**config.mk**
```make
export PLATFORM = sky130hd
export DESIGN_NAME = one_wire_rom_search
export DESIGN_NICKNAME = d
export VERILOG_FILES = /design/src/hw/rtl/owrs_pkg.sv /design/src/hw/rtl/one_wire_rom_search.sv
export SDC_FILE = /design/constraint.sdc
export NUM_CORES = 1
export LEC_CHECK = 0
export CORE_MARGIN = 2
export CORE_UTILIZATION = 55
export CTS_BUF_LIST = sky130_fd_sc_hd__clkbuf_8
export DETAILED_ROUTE_END_ITERATION = 10
export DONT_BUFFER_PORTS = 1
export PLACE_DENSITY = 0.77
export SLEW_MARGIN = 20
export SYNTH_ARGS = -nofsm -noshare
export SYNTH_HDL_FRONTEND = slang
export SYNTH_SLANG_ARGS = --single-unit
```
**constraint.sdc**
```tcl
create_clock -name clk -period 5.55 [get_ports clk]
set_input_delay 0 -clock clk [delete_from_list [all_inputs] [get_ports clk]]
set_output_delay 0 -clock clk [all_outputs]
set_load 0.02 [all_outputs]
```
**src/hw/rtl/owrs_pkg.sv**
```systemverilog
// package for the 1-wire rom search decision core
// opcodes, result status codes, search commands and rom geometry
// no dependencies
`default_nettype none

package owrs_pkg;

    // input opcodes
    localparam logic [1:0] OP_CLEAR = 2'd0;
    localparam logic [1:0] OP_START = 2'd1;
    localparam logic [1:0] OP_BIT   = 2'd2;

    // result status codes
    localparam logic [2:0] ST_CMD   = 3'd0;
    localparam logic [2:0] ST_DIR   = 3'd1;
    localparam logic [2:0] ST_FOUND = 3'd2;
    localparam logic [2:0] ST_FAIL  = 3'd3;
    localparam logic [2:0] ST_IDLE  = 3'd4;

    // search commands
    localparam logic [7:0] CMD_NORMAL = 8'hF0;
    localparam logic [7:0] CMD_COND   = 8'hEC;

    // rom geometry
    localparam int unsigned RomBits = 64;
    localparam logic [6:0] LAST_POS     = 7'd64;
    localparam logic [6:0] FAMILY_LIMIT = 7'd9;
    localparam logic [7:0] COUNT_MAX    = 8'd255;

    typedef logic [RomBits-1:0] rom_t;

endpackage

`default_nettype wire

```
**src/hw/rtl/one_wire_rom_search.sv**
```systemverilog
// 1-wire rom search decision core, top level
// holds the search state and a registered result stage
// depends on owrs_pkg
//
// usage: each input transfer carries one opcode. clear wipes the search
// state, start follows a bus reset and returns the search command byte
// (or a failure), bit pair carries the two bits read from the bus and
// returns the direction bit to write (or a failure); the 64th bit reports the rom code.
// every input transfer produces exactly one result transfer.
// latency: the result is valid the cycle after the input transfer.
// throughput: one item per cycle while the result register is drained; the search
// state is updated in the same cycle the item is taken, so the next item may follow directly.
// stall: the result register holds its item while out_ready is low;
// in_ready is high whenever the result register is empty or being
// drained in the same cycle.
// reset: rst_n clears all search state, bit position goes to one, and
// the result register is empty.
`default_nettype none

module one_wire_rom_search (
    input  wire logic        clk,
    input  wire logic        rst_n,
    input  wire logic        in_valid,
    output logic             in_ready,
    input  wire logic [1:0]  opcode,
    input  wire logic        presence,
    input  wire logic        normal_mode,
    input  wire logic        id_bit,
    input  wire logic        complement_bit,
    output logic             out_valid,
    input  wire logic        out_ready,
    output logic [2:0]       status,
    output logic [7:0]       command_byte,
    output logic             direction,
    output owrs_pkg::rom_t   rom_code,
    output logic [7:0]       found_count,
    output logic             last_device
);
    import owrs_pkg::*;

    // search state
    rom_t       rom_bits_reg,      rom_bits_next;
    logic [6:0] last_disc_reg,     last_disc_next;
    logic [3:0] last_fam_disc_reg, last_fam_disc_next;
    logic       last_dev_reg,      last_dev_next;
    logic [6:0] bit_pos_reg,       bit_pos_next;
    logic [6:0] last_zero_reg,     last_zero_next;
    logic       pass_active_reg,   pass_active_next;
    logic [7:0] total_reg,         total_next;

    // result stage
    logic       out_valid_reg;
    logic [2:0] status_reg,  status_next;
    logic [7:0] cmd_reg,     cmd_next;
    logic       dir_reg,     dir_next;
    rom_t       code_reg,    code_next;
    logic [7:0] count_reg;
    logic       last_reg;

    logic       accept;
    logic [6:0] pos;
    logic [5:0] idx;
    logic       dir;

    assign in_ready = !out_valid_reg || out_ready;
    assign accept   = in_valid && in_ready;

    // current bit position, out of range maps to one
    assign pos = (bit_pos_reg == 7'd0 || bit_pos_reg > LAST_POS) ? 7'd1 : bit_pos_reg;
    assign idx = 6'(pos - 7'd1);

    // direction choice for a discrepancy or a single reading
    always_comb
    begin
        if (id_bit != complement_bit)
        begin
            dir = id_bit;
        end
        else if (pos < last_disc_reg)
        begin
            dir = rom_bits_reg[idx];
        end
        else
        begin
            dir = (pos == last_disc_reg);
        end
    end

    // next state and result for one item
    always_comb
    begin
        rom_bits_next      = rom_bits_reg;
        last_disc_next     = last_disc_reg;
        last_fam_disc_next = last_fam_disc_reg;
        last_dev_next      = last_dev_reg;
        bit_pos_next       = bit_pos_reg;
        last_zero_next     = last_zero_reg;
        pass_active_next   = pass_active_reg;
        total_next         = total_reg;
        status_next        = ST_IDLE;
        cmd_next           = 8'd0;
        dir_next           = 1'b0;
        code_next          = '0;
        case (opcode)
            OP_CLEAR:
            begin
                rom_bits_next      = '0;
                last_disc_next     = 7'd0;
                last_fam_disc_next = 4'd0;
                last_dev_next      = 1'b0;
                bit_pos_next       = 7'd1;
                last_zero_next     = 7'd0;
                pass_active_next   = 1'b0;
                total_next         = 8'd0;
            end
            OP_START:
            begin
                if (!presence || last_dev_reg)
                begin
                    last_disc_next     = 7'd0;
                    last_fam_disc_next = 4'd0;
                    last_dev_next      = 1'b0;
                    total_next         = 8'd0;
                    pass_active_next   = 1'b0;
                    status_next        = ST_FAIL;
                end
                else
                begin
                    pass_active_next = 1'b1;
                    bit_pos_next     = 7'd1;
                    last_zero_next   = 7'd0;
                    cmd_next         = normal_mode ? CMD_NORMAL : CMD_COND;
                    status_next      = ST_CMD;
                end
            end
            OP_BIT:
            begin
                if (pass_active_reg)
                begin
                    if (id_bit && complement_bit)
                    begin
                        last_disc_next     = 7'd0;
                        last_fam_disc_next = 4'd0;
                        last_dev_next      = 1'b0;
                        total_next         = 8'd0;
                        pass_active_next   = 1'b0;
                        status_next        = ST_FAIL;
                    end
                    else
                    begin
                        dir_next = dir;
                        // zero taken at a discrepancy
                        if (id_bit == complement_bit && !dir)
                        begin
                            last_zero_next = pos;
                            if (pos < FAMILY_LIMIT)
                            begin
                                last_fam_disc_next = pos[3:0];
                            end
                        end
                        rom_bits_next[idx] = dir;
                        if (pos >= LAST_POS)
                        begin
                            // end of pass
                            pass_active_next = 1'b0;
                            bit_pos_next     = 7'd1;
                            last_disc_next   = last_zero_next;
                            if (last_zero_next == 7'd0)
                            begin
                                last_dev_next = 1'b1;
                            end
                            if (rom_bits_next[7:0] == 8'd0)
                            begin
                                last_disc_next     = 7'd0;
                                last_fam_disc_next = 4'd0;
                                last_dev_next      = 1'b0;
                                total_next         = 8'd0;
                                status_next        = ST_FAIL;
                            end
                            else
                            begin
                                if (total_reg != COUNT_MAX)
                                begin
                                    total_next = total_reg + 8'd1;
                                end
                                code_next   = rom_bits_next;
                                status_next = ST_FOUND;
                            end
                        end
                        else
                        begin
                            bit_pos_next = pos + 7'd1;
                            status_next  = ST_DIR;
                        end
                    end
                end
            end
            default:
            begin
                status_next = ST_IDLE;
            end
        endcase
    end

    // search state registers
    always_ff @(posedge clk or negedge rst_n)
    begin
        if (!rst_n)
        begin
            rom_bits_reg      <= '0;
            last_disc_reg     <= 7'd0;
            last_fam_disc_reg <= 4'd0;
            last_dev_reg      <= 1'b0;
            bit_pos_reg       <= 7'd1;
            last_zero_reg     <= 7'd0;
            pass_active_reg   <= 1'b0;
            total_reg         <= 8'd0;
        end
        else if (accept)
        begin
            rom_bits_reg      <= rom_bits_next;
            last_disc_reg     <= last_disc_next;
            last_fam_disc_reg <= last_fam_disc_next;
            last_dev_reg      <= last_dev_next;
            bit_pos_reg       <= bit_pos_next;
            last_zero_reg     <= last_zero_next;
            pass_active_reg   <= pass_active_next;
            total_reg         <= total_next;
        end
    end

    // result valid flag
    always_ff @(posedge clk or negedge rst_n)
    begin
        if (!rst_n)
        begin
            out_valid_reg <= 1'b0;
        end
        else if (accept)
        begin
            out_valid_reg <= 1'b1;
        end
        else if (out_ready)
        begin
            out_valid_reg <= 1'b0;
        end
    end

    // result payload, loaded on each input transfer
    always_ff @(posedge clk)
    begin
        if (accept)
        begin
            status_reg <= status_next;
            cmd_reg    <= cmd_next;
            dir_reg    <= dir_next;
            code_reg   <= code_next;
            count_reg  <= total_next;
            last_reg   <= last_dev_next;
        end
    end

    assign out_valid    = out_valid_reg;
    assign status       = status_reg;
    assign command_byte = cmd_reg;
    assign direction    = dir_reg;
    assign rom_code     = code_reg;
    assign found_count  = count_reg;
    assign last_device  = last_reg;

    // a reported code never has a zero family byte
    a_found_family: assert property (@(posedge clk) disable iff (!rst_n)
        (out_valid_reg && status_reg == ST_FOUND) |-> (code_reg[7:0] != 8'd0))
        else $error("found code with zero family byte");

    // rom code is only shown with a found device
    a_code_zero: assert property (@(posedge clk) disable iff (!rst_n)
        (out_valid_reg && status_reg != ST_FOUND) |-> (code_reg == '0))
        else $error("rom code shown without a found device");

    // a command result carries one of the two search commands
    a_cmd_byte: assert property (@(posedge clk) disable iff (!rst_n)
        (out_valid_reg && status_reg == ST_CMD) |->
        (cmd_reg == CMD_NORMAL || cmd_reg == CMD_COND))
        else $error("bad search command byte");

    // an active pass stays within the 64 rom bits
    a_pos_range: assert property (@(posedge clk) disable iff (!rst_n)
        pass_active_reg |-> (bit_pos_reg != 7'd0 && bit_pos_reg <= LAST_POS))
        else $error("bit position out of range during a pass");

    // no pass may run once the last device was found
    a_last_no_pass: assert property (@(posedge clk) disable iff (!rst_n)
        pass_active_reg |-> !last_dev_reg)
        else $error("pass active after last device");

endmodule

`default_nettype wire

```
==> results.yml, run 1 <==
detailed_routing:
  antenna_left: 0
  post_drt_wl_per_cell_um: 21.9
  detail_route.wirelength_mm: 29.5
  drt_first_pass_iters: 7
  post-route-drc-count: 0
  vias: 8923
  number_of_violations_reported_at_the_end_of_detailed_routing_iteration_0: 1091
  via_per_inst: 6.62
yosys:
  post-synth-top-area-fraction_pct: 22.8
  ys.warnings.count: 0
  synth_edf_count: 80
  synthFlopType: "dfrtp_1"
  synth-seq-area-share_pct: 45.6
  synthTopCellsByArea: "edfxtp_1 23%, dfrtp_1 23%, o21ai_0 5.9%"
  synth_seq_cells: 176
  synth_async_sr_flop_share_pct: 54.5
  netlist_area_um2: 10500
  yosysUniqueCellTypes: 84
  post_synth_inst_count: 1125
  synthesis.area_per_instance_um2: 9.37
  netlist.top_cell.by_area: "edfxtp_1"
timing:
  fmax_mhz: 193
  fin_tns_setup_ps: 0
  tightestPinTransition_ps: 1070
  pnr_worst_setup_slack_ps: 358
  share_of_the_clock_period_used_by_the_worst_path_pct: 93.5
  report.final.slew_viol_count: 0
  post-route-min-period_ps: 5190
  finalHoldViolations: 0
  slew_headroom_pct: 28.8
  setup-violations-final: 0
  rsz0062_at_grt: "false"
  clock-skew-final_ps: 13.3
setup_path:
  critical_path_required_ps: 5850
  critPathLaunchType: "register"
  timing.setup.critical_path_class: "reg -> reg"
  capturing_point_of_the_worst_reg2reg_path: "rom_code[1]$_SDFFCE_PP0P_"
  worst_ep_arrival_ps: 5490
  reg2reg_from: "bit_pos_reg[4]$_DFFE_PN0P_"
  regToRegSetupSlack_ps: 360
  r2r_cells: 15
  cp-end-kind: "register"
  crit_path_max_fanout: 36
clock_network:
  clkSlewWorstSetupHoldPaths_ps: 90
  cts.sinks: 176
  clkLatencyLatePin_ps: 480
  tritoncts: "built"
  post-cts-setup-buffers: 0
  clk_root_buffer_cell: "clkbuf_8"
  cts_buffers: 17
  cts-root-to-sink-buffers: 2
  ctsHtreeMaxLevel: 4
layout:
  diodes: 0
  nNetsFinal: 1126
  layout-area-overhead-vs-synth_pct: 7.13
  utilization_pct: 60.2
  register_cell_area_after_layout_um2: 4810
  multiInputGateArea_um2: 5200
  drive_gt1_share_pct: 14.9
  nFillCells: 1607
  final_standard_cell_area_without_fillers_um2: 11300
min_path:
  timing.hold.worst_endpoint: "last_device$_DFFE_PP_"
  worstHoldPathType: "in -> reg"
  hold_start: "opcode[1]"
  timing.hold.worst_path_depth: 2
global_route:
  via_count_of_the_first_global_routing_pass: 8397
  grt_first_pass_wirelength_mm: 46.7
  grt_start_max_net_pins: 97
  grt_remaining_overflow: 0
  groute.usage.overall_pct: 29.8
  antenna_found_initial: 0
flow_run:
  maxCapViolations: 0
placed_design:
  placement.cell_area_um2: 10700
  placement.setup.worst_slack_ps: 292
  detailed_place_hpwl_mm: 19.5
  buffer_ports.inserted: 0
  gpl.final_weighted_congestion: 1.00
status:
  run_status: "completed"
power:
  power.density_cell_area_nw_per_um2: 347
  power.leakage_nw: 4.17
  worst_ir_drop_vdd_v: 0.000196
floorplanning:
  die_w_um: 142
  dieArea_um2: 20300
  placeableCoreArea_um2: 18800
  die-height_um: 142
  placementRows: 50
  ioPinCount: 97
  initial_utilization_pct: 56.2
## worst max path at each step
stage | cells past startpoint | slack [ps] | endpoint | start
finish | 15 | 360 | rom_code[1]$_SDFFCE_PP0P_ | bit_pos_reg[4]$_DFFE_PN0P_
global route | 15 | 140 | rom_code[1]$_SDFFCE_PP0P_ | bit_pos_reg[5]$_DFFE_PN0P_
CTS | 14 | 270 | rom_bits_reg[44]$_DFFE_PN0P_ | bit_pos_reg[5]$_DFFE_PN0P_
detailed placement | 14 | 290 | rom_bits_reg[44]$_DFFE_PN0P_ | bit_pos_reg[5]$_DFFE_PN0P_
global placement | 14 | 370 | rom_bits_reg[14]$_DFFE_PN0P_ | bit_pos_reg[2]$_DFFE_PN0P_
floorplan | 18 | 1270 | found_count[1]$_DFFE_PP_ | bit_pos_reg[2]$_DFFE_PN0P_
## cell type report
type | count | share of cell area [%]
Clock buffer | 18 | 2.19
Multi-Input combinational cell | 829 | 46.1
Clock inverter | 14 | 1.81
Tap cell | 234 | 2.59
Inverter | 25 | 0.842
Timing Repair Buffer | 52 | 3.96
Sequential cell | 176 | 42.5
## Yosys cell counts (4+ instances only)
cell	count
a22o_1	31
and2_1	9
a211o_1	5
mux2i_1	44
buf_4	11
a21boi_0	4
o41ai_1	10
nand2_1	140
nand2b_1	9
and3_1	13
mux2_2	4
o311ai_0	4
buf_1	7
buf_6	11
o2111ai_1	4
o211ai_1	7
a21oi_1	55
nand3_1	62
nor3_1	18
and4_1	4
o2bb2ai_1	4
inv_1	23
nand4_1	9
dfrtp_1	95
clkbuf_1	48
a31oi_1	7
ha_1	15
nor4_1	4
a21oi_2	43
a211oi_1	7
o21a_1	6
nor2_1	69
a21o_1	6
nor2b_1	14
o22ai_1	4
edfxtp_1	80
o31ai_1	17
a31o_2	6
o21ai_1	11
o21ai_0	125
buf_2	19
## kinds of logic after synthesis
kind of cell             after synthesis  synth area share [%]
adder cells (fa/ha/maj)               15                  1.78
flip-flops                           176                  45.6
buffers and inverters                121                  5.71
AND/OR/NAND/NOR                      374                  17.0
other                                  1                0.0356
AO/OA/AOI/OAI                        385                  24.7
XOR/XNOR                               5                 0.593
multiplexers                          48                  4.60
## through the flow
stage	cells	total power, W	hold WS [ps]
after floorplan	1126	0.00244	-296
after global placement	1307	0.00284	-291
after detailed placement	1307	0.00285	-292
after CTS	1347	0.00388	3.68
after global routing	1348	0.00407	56.2
final	1348	0.00392	40.8
## routing by layer
layer	GRT usage [%]	wire length, um	share of wire, %	vias up
met5	0	0	0	-
li1	-	-	-	4102
met2	44.2	13300	45	480
met3	5.65	2560	8.7	56
met1	43.7	13000	44	4285
met4	10.7	722	2.4	0
## critical path, cell delays in order (launching register included)
cell,delay [ps]
dfrtp_1,520
or3_4,420
o21ai_2,160
nand2_2,180
clkinv_1,220
ha_2,380
nand2b_1,110
o31ai_2,490
o21a_1,480
a221oi_1,140
and4_1,220
o31a_1,350
a211o_1,320
a211o_2,540
buf_12,260
a21oi_1,200
## timing repair
item                                   in CTS  in global routing
endpoints found under the hold margin     103                  0
setup endpoints to repair                   0                 20
resized for setup                           0                  5
hold buffers                                8                  0
## power by group
part / switching, W / internal (W) / total, W
Combinational: 0.000943 / 0.000442 / 0.00139
Clock: 0.000505 / 0.000511 / 0.00102
Sequential: 0.0000959 / 0.00142 / 0.00152
Total: 0.00154 / 0.00238 / 0.00392
## cells in the final DEF, fill, tap and decap left out, types with 5 or more instances in the layout
cell type,count
a31o_2,6
a21o_1,6
and2_1,9
ha_1,14
buf_4,42
o211ai_1,7
a21oi_1,55
a22o_1,31
clkbuf_8,18
nor2b_1,14
dfrtp_1,95
edfxtp_1,80
o21ai_1,11
inv_1,22
nor2_1,69
mux2i_1,44
o21ai_0,125
a31oi_1,7
o31ai_1,17
a21oi_2,43
nand4_1,9
nor3_1,14
and3_1,13
o21a_1,6
dlygate4sd3_1,7
nand2_1,139
a211oi_1,5
nand2b_1,9
nand3_1,61
o41ai_1,10
No activity file was read; power rests on OpenSTA's default activity.
==> inputs of run 2 (changes only) <==
- CORE_MARGIN: 2 -> unset
- CTS_BUF_LIST: sky130_fd_sc_hd__clkbuf_8 -> unset
- SLEW_MARGIN: 20 -> unset
==> run 2 against run 1 <==
Against the previous run:
- sequential share of layout area shrank 0.62 points
- utilization grew 0.89 points
- critical path depth is the same
- clock-buffer cell count grew 1
- routed wire length is essentially flat
- register-to-register slack lost 110 ps
- total power grew 6.6%
- hold slack gained 38 ps
- worst setup slack lost 110 ps
- global-route usage grew 0.74 points
- flip-flop and latch count is the same
- combinational power grew 4%
- critical path type unchanged
==> results.yml, run 2 (synthesis gave the netlist of run 1 again) <==
setup_path:
  worst_ep_arrival_ps: 5660
  cp-end-kind: "register"
  critical_path_required_ps: 5910
  crit_path_max_fanout: 28
  timing.setup.critical_path_class: "reg -> reg"
  critPathLaunchType: "register"
detailed_routing:
  drt_first_pass_iters: 6
  number_of_violations_reported_at_the_end_of_detailed_routing_iteration_0: 1027
  post-route-drc-count: 0
  detail_route.wirelength_mm: 29.5
  antenna_left: 0
  vias: 9112
  via_per_inst: 6.73
  post_drt_wl_per_cell_um: 21.8
clock_network:
  tritoncts: "built"
  ctsHtreeMaxLevel: 4
  cts-root-to-sink-buffers: 2
  post_cts_hold_buffers: 8
  cts.sinks: 176
  clkSlewWorstSetupHoldPaths_ps: 70
  cts.repair.resized: 0
  clkLatencyLatePin_ps: 440
  cts_buffers: 17
  post-cts-setup-buffers: 0
  clk_root_buffer_cell: "clkbuf_16"
global_route:
  grt_start_max_net_pins: 97
  groute.usage.overall_pct: 30.5
  grt_remaining_overflow: 0
  via_count_of_the_first_global_routing_pass: 8384
  antenna_found_initial: 0
  grt_first_pass_wirelength_mm: 46.8
timing:
  clock-skew-final_ps: 13.0
  fmax_mhz: 189
  finalHoldViolations: 0
  share_of_the_clock_period_used_by_the_worst_path_pct: 95.5
  setup-violations-final: 0
  tightestPinTransition_ps: 1200
  report.final.slew_viol_count: 0
  post-route-min-period_ps: 5300
  rsz0062_at_grt: "false"
  fin_tns_setup_ps: 0
  slew_headroom_pct: 19.3
floorplanning:
  dieArea_um2: 19700
  placeableCoreArea_um2: 18800
  ioPinCount: 97
  initial_utilization_pct: 56.2
  die-height_um: 140
  die_w_um: 140
  placementRows: 50
placed_design:
  buffer_ports.inserted: 0
  gpl.final_weighted_congestion: 0.977
  detailed_place_hpwl_mm: 19.5
layout:
  utilization_pct: 61.1
  nFillCells: 1541
  drive_gt1_share_pct: 14.7
  layout.cells.most_common: "nand2_1"
  diodes: 0
  top_library_cells_by_usage_in_the_layout_fill_and_taps_aside: "140 x nand2_1, 125 x o21ai_0, 95 x dfrtp_1"
  layout-area-overhead-vs-synth_pct: 8.71
  nNetsFinal: 1132
power:
  worst_ir_drop_vdd_v: 0.000288
  power.leakage_nw: 4.24
  power.density_cell_area_nw_per_um2: 365
min_path:
  worstHoldPathType: "in -> reg"
flow_run:
  maxCapViolations: 0
status:
  run_status: "completed"
==> run 2: power by group <==
part / leakage, nW / switching, W / internal, W
clock network: 0.276 / 0.000541 / 0.000672
registers: 2.12 / 0.0000948 / 0.00143
logic: 1.85 / 0.000953 / 0.000494
total: 4.24 / 0.00159 / 0.00259
==> run 2: through the flow <==
step	instance area, um^2	hold WS [ps]	total power, W	cells	setup slack [ps]
after global routing	11500	63.1	0.00433	1354	38.0
after floorplan	10500	-296	0.00244	1126	1270
after CTS	11500	47.5	0.00415	1354	368
after global placement	10800	-291	0.00292	1314	477
after detailed placement	10800	-292	0.00292	1314	367
final	11500	78.6	0.00418	1354	250
==> run 2: path summary, 6_finish.rpt <==
check,from,cells after the start,to,slack (ps)
min reg2reg,last_disc_reg[3]$_DFFE_PN0P_,2,last_disc_reg[3]$_DFFE_PN0P_,490
min in group asynchronous,rst_n,2,last_zero_reg[4]$_DFFE_PN0P_,130
min,opcode[1],2,last_device$_DFFE_PP_,80
max reg2reg,bit_pos_reg[1]$_DFFE_PN0P_,15,rom_bits_reg[39]$_DFFE_PN0P_,250
max,bit_pos_reg[1]$_DFFE_PN0P_,15,rom_bits_reg[39]$_DFFE_PN0P_,250
max in group asynchronous,rst_n,2,rom_bits_reg[5]$_DFFE_PN0P_,5000
==> run 2: layout make-up <==
class,instances,area [um^2],share of cell area [%]
multi-input cells,829,5170,45.1
flip-flops and latches,176,4810,41.9
repair buffers,58,510,4.45
clock buffers,19,433,3.78
well taps,234,293,2.55
clock inverters,13,151,1.32
inverters,25,95.1,0.830
==> run 2: critical path, cell delays in order (launching register included) <==
cell and delay, ps:
dfrtp_1 510, or3_4 470, o21ai_2 160, nand2_2 180, clkinv_1 230, ha_1 510, nand2b_1 130, o31ai_2 460
o21a_1 350, buf_4 220, a222oi_1 100, nand3_1 140, a41oi_1 240, a21o_1 290, nor3_4 940, a22o_1 300
==> run 2: routing by layer <==
layer / global-route usage, % / vias to the layer above / part of all wire, %
met5: 0 / - / 0
met3: 5.85 / 51 / 9.4
met4: 10.4 / 0 / 2.2
li1: - / 4108 / -
met1: 45.1 / 4413 / 44
met2: 44.9 / 540 / 45
